File: src/hdl/rwcd_pkg.sv
// Shared types, constants and the channel decode for the readout word channel demux.
package rwcd_pkg;

  localparam int CHANNELS    = 24;
  localparam int CH_W        = $clog2(CHANNELS);
  localparam int MAX_SAMPLES = 20;
  localparam int CNT_W       = 5;

  typedef logic [CH_W-1:0]  chan_t;
  typedef logic [CNT_W-1:0] cnt_t;

  // Sub-channel code that drops the word, and the good valid/error code
  localparam logic [1:0] SUB_DROP = 2'b11;
  localparam logic [1:0] ERDV_OK  = 2'b01;

  localparam cnt_t MAX_COUNT = CNT_W'(MAX_SAMPLES);

  // One channel's entry in the state memory
  typedef struct packed {
    cnt_t tp_count;
    cnt_t daq_count;
    logic err;
  } entry_t;

  // Write port of the state memory
  typedef struct packed {
    logic   en;
    chan_t  addr;
    entry_t data;
  } mem_wr_t;

  // Item held in the update stage
  typedef struct packed {
    logic [15:0] word;
    logic        mode;
    logic        first;
    logic        drop;
    chan_t       ch;
  } item_t;

  // Result of the update stage
  typedef struct packed {
    logic        valid;
    logic        section;
    chan_t       channel;
    cnt_t        index;
    logic [9:0]  value;
    logic        err;
    cnt_t        count;
  } result_t;

  // Linear channel: fiber * 3 + sub-channel
  function automatic chan_t decode_channel(logic [4:0] code);
    logic [2:0] fiber;
    logic [1:0] sub;
    fiber = code[4:2];
    sub   = code[1:0];
    return ({2'b00, fiber} << 1) + {2'b00, fiber} + {3'b000, sub};
  endfunction

endpackage

File: src/hdl/rwcd_state_mem.sv
// Per-channel count and error memory with registered read, forwarding and valid bits.
module rwcd_state_mem (
  input  logic             clk,
  input  logic             rst,
  input  logic             rd_en,
  input  rwcd_pkg::chan_t  rd_addr,
  input  logic             clear,
  input  rwcd_pkg::mem_wr_t wr,
  output rwcd_pkg::entry_t rd_entry
);
  import rwcd_pkg::*;

  entry_t                mem [CHANNELS];
  entry_t                rd_data;
  logic                  rd_hit;
  logic [CHANNELS-1:0]   valid;
  logic                  fwd;

  // Write in this cycle to the entry being read
  assign fwd = wr.en && (wr.addr == rd_addr);

  // Memory array and read register
  always_ff @(posedge clk) begin
    if (wr.en) begin
      mem[wr.addr] <= wr.data;
    end
    if (rd_en) begin
      rd_data <= fwd ? wr.data : mem[rd_addr];
    end
  end

  // Valid bits: a clear at the start of an event wins over a write at the same edge
  always_ff @(posedge clk) begin
    if (rst) begin
      valid  <= '0;
      rd_hit <= 1'b0;
    end else begin
      if (clear) begin
        valid <= '0;
      end else if (wr.en) begin
        valid[wr.addr] <= 1'b1;
      end
      if (rd_en) begin
        rd_hit <= !clear && (fwd || valid[rd_addr]);
      end
    end
  end

  // An entry not written since the last clear reads as zero
  assign rd_entry = rd_hit ? rd_data : '0;

endmodule

File: src/hdl/rwcd_update.sv
// Update stage: count and error checks, entry write-back and last-channel memory.
module rwcd_update (
  input  logic              clk,
  input  logic              rst,
  input  logic              fire,
  input  rwcd_pkg::item_t   s1,
  input  rwcd_pkg::entry_t  entry,
  output rwcd_pkg::mem_wr_t wr,
  output rwcd_pkg::result_t res
);
  import rwcd_pkg::*;

  chan_t      last_ch;
  logic       last_valid;
  logic [1:0] last_cap;

  logic       lv;
  logic [1:0] cap;
  logic [1:0] erdv;
  logic       bad;
  logic       tp_full;
  logic       daq_full;
  entry_t     new_entry;
  cnt_t       idx;

  assign cap      = s1.word[8:7];
  assign erdv     = s1.word[10:9];
  assign lv       = s1.first ? 1'b0 : last_valid;
  assign bad      = (erdv != ERDV_OK) ||
                    (lv && (last_ch == s1.ch) && (cap != (last_cap + 2'd1)));
  assign tp_full  = entry.tp_count >= MAX_COUNT;
  assign daq_full = entry.daq_count >= MAX_COUNT;

  // New entry and result
  always_comb begin
    new_entry   = entry;
    idx         = '0;
    res         = '0;
    res.section = s1.mode;
    res.channel = s1.ch;
    res.value   = s1.word[9:0];
    if (!s1.drop) begin
      if (!s1.mode) begin
        idx       = entry.tp_count;
        res.valid = !tp_full;
        res.err   = 1'b0;
        if (!tp_full) begin
          new_entry.tp_count = entry.tp_count + 1'b1;
        end
      end else begin
        idx           = entry.daq_count;
        new_entry.err = entry.err | bad | daq_full;
        res.valid     = !daq_full;
        res.err       = new_entry.err;
        if (!daq_full) begin
          new_entry.daq_count = entry.daq_count + 1'b1;
        end
      end
    end
    res.index = idx;
    res.count = idx + 1'b1;
  end

  assign wr.en   = fire && !s1.drop;
  assign wr.addr = s1.ch;
  assign wr.data = new_entry;

  // Last DAQ channel and capacitor id
  always_ff @(posedge clk) begin
    if (rst) begin
      last_valid <= 1'b0;
      last_ch    <= '0;
      last_cap   <= '0;
    end else if (fire) begin
      if (!s1.drop && s1.mode) begin
        last_valid <= 1'b1;
        last_ch    <= s1.ch;
        last_cap   <= cap;
      end else if (s1.first) begin
        last_valid <= 1'b0;
        last_ch    <= '0;
        last_cap   <= '0;
      end
    end
  end

endmodule

File: src/hdl/readout_word_channel_demux.sv
// Top level of the readout word channel demux: input stage, state memory, update, output register.
//
//  Channel   Handshake                    Payload
//  -------   --------------------------   ----------------------------------------------
//  input     word_valid / word_stall      word[15:0], mode, first_of_event
//  output    result_valid / result_stall  section, channel[4:0], sample_index[4:0],
//                                         sample_value[9:0], channel_error, sample_count[4:0]
//
//  One item per cycle unless stalled; result_valid is registered after the update stage.
//  The state memory read is registered at accept, the update and write-back follow at fire;
//  a write to the channel being read is forwarded into the read register.
//  Reset (rst, synchronous) empties the pipeline and clears all channel valid bits
//  and the last-channel memory; no clearing pass is needed.
//  A held result stalls the input only while the update stage is also full.
module readout_word_channel_demux (
  input  logic        clk,
  input  logic        rst,
  input  logic        word_valid,
  output logic        word_stall,
  input  logic [15:0] word,
  input  logic        mode,
  input  logic        first_of_event,
  output logic        result_valid,
  input  logic        result_stall,
  output logic        section,
  output logic [4:0]  channel,
  output logic [4:0]  sample_index,
  output logic [9:0]  sample_value,
  output logic        channel_error,
  output logic [4:0]  sample_count
);
  import rwcd_pkg::*;

  logic    out_ready;
  logic    accept;
  logic    fire;
  logic    s1_valid;
  item_t   s1;
  item_t   in_item;
  entry_t  entry;
  mem_wr_t wr;
  result_t res;
  result_t out_reg;

  assign out_ready  = !result_valid || !result_stall;
  assign word_stall = s1_valid && !out_ready;
  assign accept     = word_valid && !word_stall;
  assign fire       = s1_valid && out_ready;

  // Decode of the incoming item
  always_comb begin
    in_item       = '0;
    in_item.word  = word;
    in_item.mode  = mode;
    in_item.first = first_of_event;
    in_item.drop  = word[12:11] == SUB_DROP;
    in_item.ch    = decode_channel(word[15:11]);
  end

  rwcd_state_mem u_mem (
    .clk      (clk),
    .rst      (rst),
    .rd_en    (accept && !in_item.drop),
    .rd_addr  (in_item.ch),
    .clear    (accept && first_of_event),
    .wr       (wr),
    .rd_entry (entry)
  );

  // Update stage register
  always_ff @(posedge clk) begin
    if (rst) begin
      s1_valid <= 1'b0;
    end else if (accept) begin
      s1_valid <= 1'b1;
    end else if (fire) begin
      s1_valid <= 1'b0;
    end
  end

  always_ff @(posedge clk) begin
    if (accept) begin
      s1 <= in_item;
    end
  end

  rwcd_update u_update (
    .clk   (clk),
    .rst   (rst),
    .fire  (fire),
    .s1    (s1),
    .entry (entry),
    .wr    (wr),
    .res   (res)
  );

  // Output register
  always_ff @(posedge clk) begin
    if (rst) begin
      result_valid <= 1'b0;
    end else if (out_ready) begin
      result_valid <= fire && res.valid;
    end
  end

  always_ff @(posedge clk) begin
    if (fire && res.valid) begin
      out_reg <= res;
    end
  end

  assign section       = out_reg.section;
  assign channel       = out_reg.channel;
  assign sample_index  = out_reg.index;
  assign sample_value  = out_reg.value;
  assign channel_error = out_reg.err;
  assign sample_count  = out_reg.count;

  // Checks
  a_count_follows_index: assert property (@(posedge clk) disable iff (rst)
    result_valid |-> (sample_count == sample_index + 5'd1))
    else $error("sample_count does not follow sample_index");

  a_tp_no_error: assert property (@(posedge clk) disable iff (rst)
    (result_valid && !section) |-> !channel_error)
    else $error("error flagged on a trigger primitive result");

  a_index_in_range: assert property (@(posedge clk) disable iff (rst)
    result_valid |-> (sample_index < MAX_COUNT))
    else $error("sample slot beyond the channel limit");

  a_stall_only_full: assert property (@(posedge clk) disable iff (rst)
    word_stall |-> (s1_valid && result_valid && result_stall))
    else $error("input stalled with room in the pipeline");

  a_write_only_on_fire: assert property (@(posedge clk) disable iff (rst)
    wr.en |-> (s1_valid && out_ready))
    else $error("state memory written outside an update");

endmodule
File: config.mk
export PLATFORM = sky130hd
export DESIGN_NAME = readout_word_channel_demux
export DESIGN_NICKNAME = d
export VERILOG_FILES = /design/src/hdl/rwcd_pkg.sv /design/src/hdl/rwcd_state_mem.sv /design/src/hdl/rwcd_update.sv /design/src/hdl/readout_word_channel_demux.sv
export SDC_FILE = /design/constraint.sdc
export NUM_CORES = 1
export LEC_CHECK = 0
export BUFFER_PORTS_ARGS = -buffer_cell sky130_fd_sc_hd__buf_2
export CORE_AREA = 2 2 164 166
export CTS_CLUSTER_DIAMETER = 30
export DETAILED_ROUTE_END_ITERATION = 10
export DIE_AREA = 0 0 166 168
export GPL_ROUTABILITY_DRIVEN = 0
export PLACE_DENSITY = 0.72
export SYNTH_ARGS = -nofsm -noshare
export SYNTH_HDL_FRONTEND = slang
export SYNTH_SLANG_ARGS = --single-unit
export TNS_END_PERCENT = 10
File: constraint.sdc
create_clock -name clk -period 5.9 [get_ports clk]
set_input_delay 0.885 -clock clk [delete_from_list [all_inputs] [get_ports clk]]
set_output_delay 0.885 -clock clk [all_outputs]
set_load 0.01 [all_outputs]
# Yosys cells after proc, flatten, opt, wreduce, memory -nomap -nowiden
# Memories as Yosys holds them, arrays and structs flattened. A register that Yosys moved wholly into a read port is not among the register bits.
# Cells that the tools add are included.
# totals
regBits	81
out_inout_bits	29
n_memories	1
inputBits	22
ram_bits	264
wordCells	93
# op_classes
bitwise	4
n_lt_le_gt_ge	5
add_sub_neg	6
n_reduce_logical	30
n_eq_ne	5
muxes	24
# mem_list
name	depth	width	rd	rd_clocked_by_memory_dff	wr	line	text
u_mem.mem	24	11	1	1	1	rwcd_state_mem.sv:13	entry_t mem [CHANNELS];
# op_table
operator	n
5-bit two-way mux	7
24-bit OR	1
11-bit two-way mux	2
5-bit by 1-bit adder with 5-bit output (second input constant)	3
1-bit logical AND	13
5-bit by 6-bit less-than comparator with 1-bit output (second input constant)	2
5-bit == test	2
5-bit greater-or-equal comparator (second input constant)	2
1-bit two-way mux	10
1-bit zero test	9
6-bit two-way mux	1
4-bit by 3-bit adder with 5-bit output	1
5-bit by 2-bit adder with 5-bit output	1
1-bit binary-select mux with 5-bit select	1
1-bit demux with 5-bit select	1
5-bit by 1-bit greater-or-equal comparator with 1-bit output (second input constant)	1
2-bit two-way mux	2
2-bit nonzero test	2
2-bit OR reduction	2
1-bit logical OR	3
2-bit by 1-bit adder with 2-bit output (second input constant)	1
2-bit == test (second input constant)	1
2-bit by 1-bit inequality test with 1-bit output (second input constant)	1
2-bit inequality test	1
3 further kinds	4

# Longest topological paths before layout
# Gate-level depths: netlist (run 1).
# logic_depth
ltp_word	9
ltp_mapped	12
ltp_nobuf	10

# By module
# From an unflattened synthesis (run 1), not the netlist that was laid out.
# hier_totals
hier_cells	890
area_unflattened_um2	14755.4
# by_module_without_submodules
mod	area_per_inst_um2	seq_area_each_um2	n_inst	cells_each
rwcd_state_mem	11926.4	8758.4	1	692
readout_word_channel_demux	1784.2	1571.5	1	79
rwcd_update	1044.8	160.2	1	119

# Worst setup path before layout (run 1)
# OpenSTA, ideal clock, no wires.
# synth_timing
kind	in2reg
from	input result_stall
to	register out_reg (netlist bit channel[0]), enable pin
arrival_ns	5.495
t_required_ns	5.336
path_slack_ns	-0.159
setup_ns	0.564
path_buffers	0
path_stages	2
cell_sequence	a21bo_2 > a2111oi_0
# synth_via
elab_chain_len	4
# synth_lines
element	line	text
start, declared	readout_word_channel_demux.sv:24	input logic result_stall,
1-bit zero test	readout_word_channel_demux.sv:45	assign out_ready = !result_valid || !result_stall;
1-bit logical OR	readout_word_channel_demux.sv:45	
1-bit logical AND	readout_word_channel_demux.sv:48	assign fire = s1_valid && out_ready;
1-bit logical AND	readout_word_channel_demux.sv:107	if (fire && res.valid) begin
end signal, assigned	readout_word_channel_demux.sv:108	out_reg <= res;
end, declared	readout_word_channel_demux.sv:43	result_t out_reg;
# No other way between the ends.
# A chain may end at the register's enable or synchronous reset.

==> results.md, run 1 <==
Detailed routing:
- After detailed routing, the total wire length is 32,100 um.
- The average routed wire per standard cell is 25.6 um.
- In this run, the number of DRC markers left after iteration 0 of detailed routing was 864.
- The DRC violation count after routing is 0.
- Dividing the detail-routed via count by the number of cells gives 6.12.
- The final route contains 7,647 vias.
- The total iterations of the first detailed-routing run is 5.
- The antenna violation net count after detailed routing is 0.

Run status:
- The run finished with clean final reports.

Placed design:
- The number of buffers inserted by port buffering is 50.
- OpenSTA, run right after detailed placement, puts the worst setup slack at 1.68 ns.
- After detailed placement, the total cell area comes to 14,800 um2.
- The detailed placer's ending HPWL is 19,100 um.

Yosys:
- The area share of the leading cell type in the synthesized netlist is 68.0%.
- Counting every net in the synthesized netlist gives 808.
- The count of yosys warnings during synthesis is 0.
- The most used flip-flop cell after synthesis is edfxtp_1.
- The number of synthesized register bits is 356.
- The synthesized design contains 321 enable-type register cells.
- edfxtp_1 takes more of the synthesized area than any other cell.
- The number of distinct library cells after synthesis is 53.
- After synthesis, flip-flops and latches occupy 73.0% of the total area.
- The number of instances in the synthesized netlist is 774.
- The mapped netlist covers 14,200 um2.
- Counting flops with an async set or reset pin after synthesis yields a share of 0%.
- The average instance area after synthesis is 18.3 um2.
- After synthesis, the cell types taking the most area are edfxtp_1, mux4_2, dfxtp_1.

STA:
- Measured against its own limit, the worst slew margin works out to 1.61%.
- Setup violations remaining at the end of the flow were counted as 0.
- The slew at the pin closest to its max-slew limit is 1.47 ns.
- The total negative slack is 0 ns.
- The clock period minus worst slack is 3.67 ns.
- The final cycle utilization of the critical path is 62.2%.
- The maximum operating frequency is 0.272 GHz.
- The number of hold violations in the final report is 0.
- The worst hold slack after final layout is 0.416 ns.
- Between clock sinks in the finished design, the worst skew comes to 0.0185 ns.
- Setup slack closes at 2.23 ns.
- Setup repair after global routing left no endpoint under its margin.
- The number of pins with negative max-slew slack in the final report is 0.

Floorplan:
- The width of the chip is 166 um.
- Measured along the y axis, the die boundary spans 168 um.
- The boundary pin count is 51.
- The number of rows in the core area is 60.
- The core footprint is 26,400 um2.
- The starting utilization of the core area is 53.8%.
- The area of the die is 27,900 um2.

Clock tree:
- After clock tree synthesis, the setup repair step added 0 buffers.
- Buffers inserted during clock tree synthesis total 58.
- The CTS tree is built.
- The clock transition at the registers of the reported paths is 0.05 ns.
- CTS saw 356 sinks.
- The clock tree root buffer cell is clkbuf_16.
- The count of hold buffers inserted by post-cts repair is 0.
- In this run, post-CTS repair resized a total of 0 instances.
- The maximum count of clock buffers along a single path is 3.
- The clock latency on the worst-skew pair is 0.57 ns.
- The depth of the CTS H-tree is 2.

GRT:
- The maximum number of pins on one net before global-route repair is 59.
- The total congestion overflow after global routing is 0.
- The initial antenna violation count came to 0.
- The number of global-route vias before repair is 7,936.
- The first global-routing pass estimated 49,100 um of wire.
- The global-route usage over all layers is 23.5%.

Pwr:
- The total power is 0.00696 W.
- The cell leakage power is 5.90 nW.
- The worst ir drop on vdd is 0.000379 V.
- In this run the power density over the cells is 412 nW/um2.

Layout:
- Compared with the post-synthesis result, the final layout area differs by 19.1%.
- The share of layout cells above drive strength 1 is 28.7%.
- The count of inserted antenna diode cells is 0.
- The final instance area is 16,900 um2.
- The number of nets in the layout is 895.

Critical path:
- Of all nets on the critical path, the largest fanout is 58.
- The worst path arrival time is 3.99 ns.
- For the worst flop-to-flop path, the logic depth is 6.
- The worst setup path is launched from a primary input.
- Data on the critical path is required at its endpoint by 6.22 ns.
- The critical path is of the in -> reg type.
- The element type at the critical path end is a flop.

Job:
- Across the run, the number of max-cap violations was 0.

Min path:
- The worst hold path belongs to the class reg -> reg.
- The number of cells on the worst hold path is 0.
[cell families (layout without fill, tap and decap cells)]
family	after synthesis	count (layout)	synth area share, %
AO/OA/AOI/OAI	96	96	4.71
AND/OR/NAND/NOR	137	137	4.40
adder cells (fa/ha/maj)	12	12	1.17
multiplexers	96	96	13.5
buffers and inverters	57	192	1.88
flip-flops	356	356	73.0
XOR/XNOR	20	20	1.37
[where the power goes]
| part | internal [W] | switching, W |
|---|---|---|
| sequential | 0.00281 | 0.0000416 |
| clock | 0.00228 | 0.00120 |
| combinational | 0.000263 | 0.000351 |
| total | 0.00536 | 0.00160 |
[stage by stage]
step	instances	util, %
2_1_floorplan	774	-
3_3_place_gp	1142	56.3
3_5_place_dp	1142	56.3
4_1_cts	1250	64.1
5_1_grt	1250	64.1
6_report	1250	64.1
[worst max-delay path, cell delays in order]
cell and delay (ns):
buf_2 0.11, inv_1 0.06, fa_1 0.50, inv_1 0.07, ha_4 0.83, buf_4 0.41
mux4_2 0.55, a221oi_1 0.30, o21ai_1 0.09, o21a_1 0.11
[cells in the final DEF (no fill, tap or decap), types with 7 or more instances in the layout]
cell / instances
a21oi_1: 31
buf_2: 50
buf_4: 15
bufinv_16: 10
clkbuf_16: 59
clkinv_2: 7
clkinvlp_4: 7
dfxtp_1: 35
edfxtp_1: 321
ha_1: 8
inv_1: 18
inv_6: 7
mux2i_1: 15
mux4_2: 76
nand2_1: 39
nand2b_1: 9
nand3_1: 11
nor2_1: 51
nor2b_1: 7
o21a_1: 27
xnor2_1: 10
xor2_1: 7
[synthesized netlist by cell type, types with 3 or more instances]
library cell,number
a21oi_1,33
a22oi_1,6
a32oi_1,3
and2_1,5
buf_1,5
buf_2,8
buf_6,3
clkbuf_1,21
dfxtp_1,35
edfxtp_1,321
ha_1,10
inv_1,18
mux2_2,5
mux2i_1,15
mux4_2,76
nand2_1,39
nand2b_1,9
nand3_1,11
nand4_1,3
nor2_1,52
nor2b_1,7
nor3_1,3
o211ai_1,4
o21a_1,27
xnor2_1,12
xor2_1,7
[metal layers]
layer  global-route usage (%)  wire [um]  vias to the layer above
met1                     31.7      12700                     3922
met3                     4.75       2600                       71
met4                     11.0       1370                        0
li1                         -          -                     3258
met5                        0          0                        -
met2                     37.4      15300                      396
[path summary, 6_finish.rpt]
check                from          endpoint  slack, ns
max              word[13]  u_mem.rd_data[0]       2.23
min                s1[14]   sample_value[6]       0.42
max reg2reg  u_mem.rd_hit  u_mem.mem[8][10]       2.92
min reg2reg        s1[14]   sample_value[6]       0.42
[state kept, by name (all words and copies together), names as in the netlist]
register and count:
s1 19, u_update.last_cap 2, s1_valid 1, u_mem.rd_data 11, u_update.last_valid 1, channel 5
u_mem.rd_hit 1, u_mem.mem 264, section 1, sample_value 10, u_mem.valid 24, channel_error 1
result_valid 1, sample_index 5, u_update.last_ch 5, sample_count 5
[cell type report]
| cell class | instances | area, um2 |
|---|---|---|
| Inverter | 18 | 67.6 |
| Clock inverter | 44 | 552 |
| Sequential cell | 356 | 10300 |
| Multi-Input combinational cell | 361 | 3620 |
| Timing Repair Buffer | 66 | 383 |
| Tap cell | 341 | 427 |
| Fill cell | 1697 | 9460 |
| Clock buffer | 64 | 1500 |
Power figures use the tool's default switching activity.
==> run 2: changes to the inputs <==
--- a/config.mk
+++ b/config.mk
@@ -11,7 +11,7 @@
 export DETAILED_ROUTE_END_ITERATION = 10
 export DIE_AREA = 0 0 166 168
 export GPL_ROUTABILITY_DRIVEN = 0
-export PLACE_DENSITY = 0.72
+export PLACE_DENSITY = 0.69
 export SYNTH_ARGS = -nofsm -noshare
 export SYNTH_HDL_FRONTEND = slang
 export SYNTH_SLANG_ARGS = --single-unit
==> constraint.sdc (replaced) <==
create_clock -name clk -period 3.68 [get_ports clk]
set_input_delay 0.552 -clock clk [delete_from_list [all_inputs] [get_ports clk]]
set_output_delay 0.552 -clock clk [all_outputs]
set_load 0.01 [all_outputs]
==> run 2 against run 1 <==
Total power is 51% higher. Via count hardly changed. Clock skew is 0.0044 ns higher. Clock-buffer cell count is 1 higher. Die area stayed put. Clock power is 41% higher. Critical endpoint unchanged. Largest cell class unchanged. Largest power group unchanged. Highest routed layer unchanged.
==> results.md, run 2 (synthesized netlist as in run 1, its figures left out) <==
Run status:
- The flow ran to the end, and the final reports show no timing, DRC or antenna violations.

Pwr:
- The proportion of total power due to net switching was 23.4% (+0.46 points).
- The cell leakage power is 5.98 nW (+1.4%).
- The total power came to 0.0105 W (+51%).
- The switching component of the power is 0.00247 W (+54%).
- The cell-internal power is 0.00807 W (+50%).
- The power density of the placed cells is 622 nW/um2 (+51%).
- The logic gate share of total power is 9.7% (+0.9 points).
- The clock network fraction of design power came to 46.8% (-3.3 points).
- The sequential fraction of design power came to 43.5% (+2.4 points).
- The worst ir drop on vdd is 0.000549 V (+45%).

Floorplan:
- The width of the chip was 166 um (unchanged).
- The area of the die came to 27,900 um2 (unchanged).
- The number of rows in the core area came to 60 (unchanged).
- The boundary pin count is 51 (unchanged).
- The core footprint is 26,400 um2 (unchanged).
- The starting utilization of the core area is 53.8% (unchanged).
- The die height is 168 um (unchanged).

Layout:
- The share of layout cells above drive strength 1 is 30.1% (+1.4 points).
- The largest register by flop count is u_mem.mem.
- The flip-flop count of the largest register after layout is 264 (unchanged).
- The number of nets in the layout came to 921 (+2.9%).
- In the final layout, the registers with the most flip-flops are u_mem.mem x264, u_mem.valid x24, s1 x19.
- The count of filler cells inserted in the layout was 1,747 (+2.9%).
- The most common cell after layout, fill and taps aside is edfxtp_1.
- In the layout the commonest cells are edfxtp_1, mux4_2, clkbuf_16, nor2_1, buf_2.
- The count of inserted antenna diode cells is 0 (unchanged).
- The layout overhead on the synthesized area is 19.5%.
- The final instance area is 16,900 um2 (+0.26%).

STA:
- The final worst-path setup slack is 0.757 ns (-1.47 ns).
- The slew at the pin closest to its max-slew limit is 1.11 ns (-0.362 ns).
- Setup repair after global routing left no endpoint under its margin.
- The number of hold violations in the final report is 0 (unchanged).
- The number of pins with negative max-slew slack in the final report is 0 (unchanged).
- The final number of setup-violating endpoints is 0 (unchanged).
- The worst relative slew slack is 26.1% (+24 points).
- The maximum operating frequency is 0.342 GHz.
- The routed design could run at a clock period as short as 2.92 ns.
- The final cycle utilization of the critical path is 79.4%.
- The worst clock skew on the final layout is 0.0228 ns (+0.00438 ns).
- The total negative slack is 0 ns (unchanged).

Critical path:
- The data required time of the worst path is 4.00 ns (-2.22 ns).
- The critical path launch point type is a primary input.
- The maximum fanout count along the critical path is 18 (-69%).
- The endpoint of the worst-slack reg-to-reg timing path is u_mem.mem[9][4].
- The setup slack of the most critical reg-to-reg path is 1.00 ns (-1.92 ns).
- The worst setup path is captured at a flop.
- Walking the worst path, the cells encountered are buf_2 > inv_1 > fa_1 > inv_1 > ha_4 > fa_1 > xor2_4 > buf_12 > mux4_2 > a221oi_1 > o21ai_1 > o21a_1.
- The depth of the most critical reg-to-reg path came to 4 (-2).
- The kind of critical path is in -> reg.
- Tracing the worst setup path back leads to its startpoint at word[12].
- The most critical setup path has its endpoint at u_mem.rd_data[0].
- The highest cell delay on the worst timing path is 0.53 ns (-0.30 ns).
- The worst register-to-register path begins at u_mem.rd_hit.
- For this design, the slowest cell found on the critical path is fa_1.
- The worst path arrival time is 3.24 ns (-0.75 ns).

Clock tree:
- The clock latency on the worst-skew pair was 0.57 ns (about the same).
- TritonCTS built the clock tree.
- The number of sinks handled by clock tree synthesis was 356 (unchanged).
- The clock transition at the registers of the reported paths is 0.05 ns (about the same).
- The depth of the CTS H-tree was 2 (unchanged).
- The number of buffers added for setup after CTS was 0 (unchanged).
- The count of hold buffers inserted by post-cts repair is 0 (unchanged).
- The count of instances resized after the clock tree is built is 0 (unchanged).
- The clock tree root buffer cell is clkbuf_16.
- The maximum count of clock buffers along a single path is 3 (unchanged).
- The number of buffers created by CTS is 57 (-1.7%).

Min path:
- The worst hold path belongs to the class in -> reg.

Detailed routing:
- The detail-routed via count per cell came to 6.00 (-1.9%).
- The via count is 7,653 (+0.078%).
- The detailed-route wire length is 31,800 um (-0.94%).
- The average routed wire per standard cell is 24.9 um (-2.9%).
- The starting DRC count in detailed routing came to 1,021 (+18%).
- The antenna violation net count after detailed routing was 0 (unchanged).
- The DRC violation count after routing came to 0 (unchanged).
- The total iterations of the first detailed-routing run came to 5 (unchanged).

Job:
- The max-cap check violation count came to 0 (unchanged).

Placed design:
- The detailed placer's ending HPWL is 19,600 um (+2.7%).
- The number of buffers inserted by port buffering is 50 (unchanged).
- The worst slack at placement was 0.186 ns (-1.49 ns).
- The total placed instance area is 15,100 um2 (+1.9%).

GRT:
- The maximum number of pins on one net before global-route repair is 51 (-14%).
- The global-route usage over all layers is 23.4% (-0.12 points).
- The total congestion overflow after global routing was 0 (unchanged).
- The number of global-route vias before repair was 7,956 (+0.25%).
- The initial antenna violation count is 1 (+1).
- The global-route wire length before repair is 49,000 um (-0.20%).
-- run 2: area by class of cell --
cell class | count | area, um2 | area share [%]
Sequential cell | 356 | 10300 | 61.1
Multi-Input combinational cell | 361 | 3640 | 21.5
Clock buffer | 65 | 1480 | 8.72
Timing Repair Buffer | 93 | 648 | 3.83
Tap cell | 341 | 427 | 2.52
Clock inverter | 41 | 333 | 1.97
Inverter | 18 | 67.6 | 0.399
-- run 2: power by group through the flow --
stage / combinational, W / sequential [W] / clock (W)
6_report: 0.00102 / 0.00458 / 0.00493
5_1_grt: 0.00110 / 0.00458 / 0.00519
4_1_cts: 0.00102 / 0.00458 / 0.00500
3_5_place_dp: 0.00101 / 0.00465 / 0
3_3_place_gp: 0.000985 / 0.00465 / 0
2_1_floorplan: 0.000702 / 0.00462 / 0
-- run 2: how the worst min path moves through the flow --
stage | slack, ns | to | cells after the start | startpoint
after floorplan | 0.40 | sample_value[0] | 0 | s1[8]
after global placement | 0.41 | sample_value[3] | 0 | s1[11]
after detailed placement | 0.41 | sample_value[2] | 0 | s1[10]
after CTS | 0.15 | s1[8] | 1 | word[0]
after global routing | 0.15 | s1[15] | 1 | word[7]
final | 0.17 | s1[15] | 1 | word[7]
-- run 2: metal layers --
layer / wire [um] / global-route usage (%) / vias to the layer above
li1: - / - / 3304
met1: 12700 / 31.9 / 3874
met2: 14900 / 36.1 / 398
met3: 2680 / 5.17 / 77
met4: 1520 / 11.7 / 0
met5: 0 / 0 / -
-- run 2: critical path: cells and delay by family --
family	cells	cell delay [ns]
compound gates	3	0.53
xor+xnor	1	0.23
fa+ha+maj	3	1.19
buf+inv	4	0.42
mux	1	0.32
-- run 2: per-stage QoR --
stage               utilization (%)  std cells  hold slack, ns
CTS                            64.3       1275           0.149
global route                   64.3       1275           0.153
floorplan                         -        774           0.400
global placement               57.4       1169           0.411
finish                         64.3       1275           0.169
detailed placement             57.4       1169           0.406
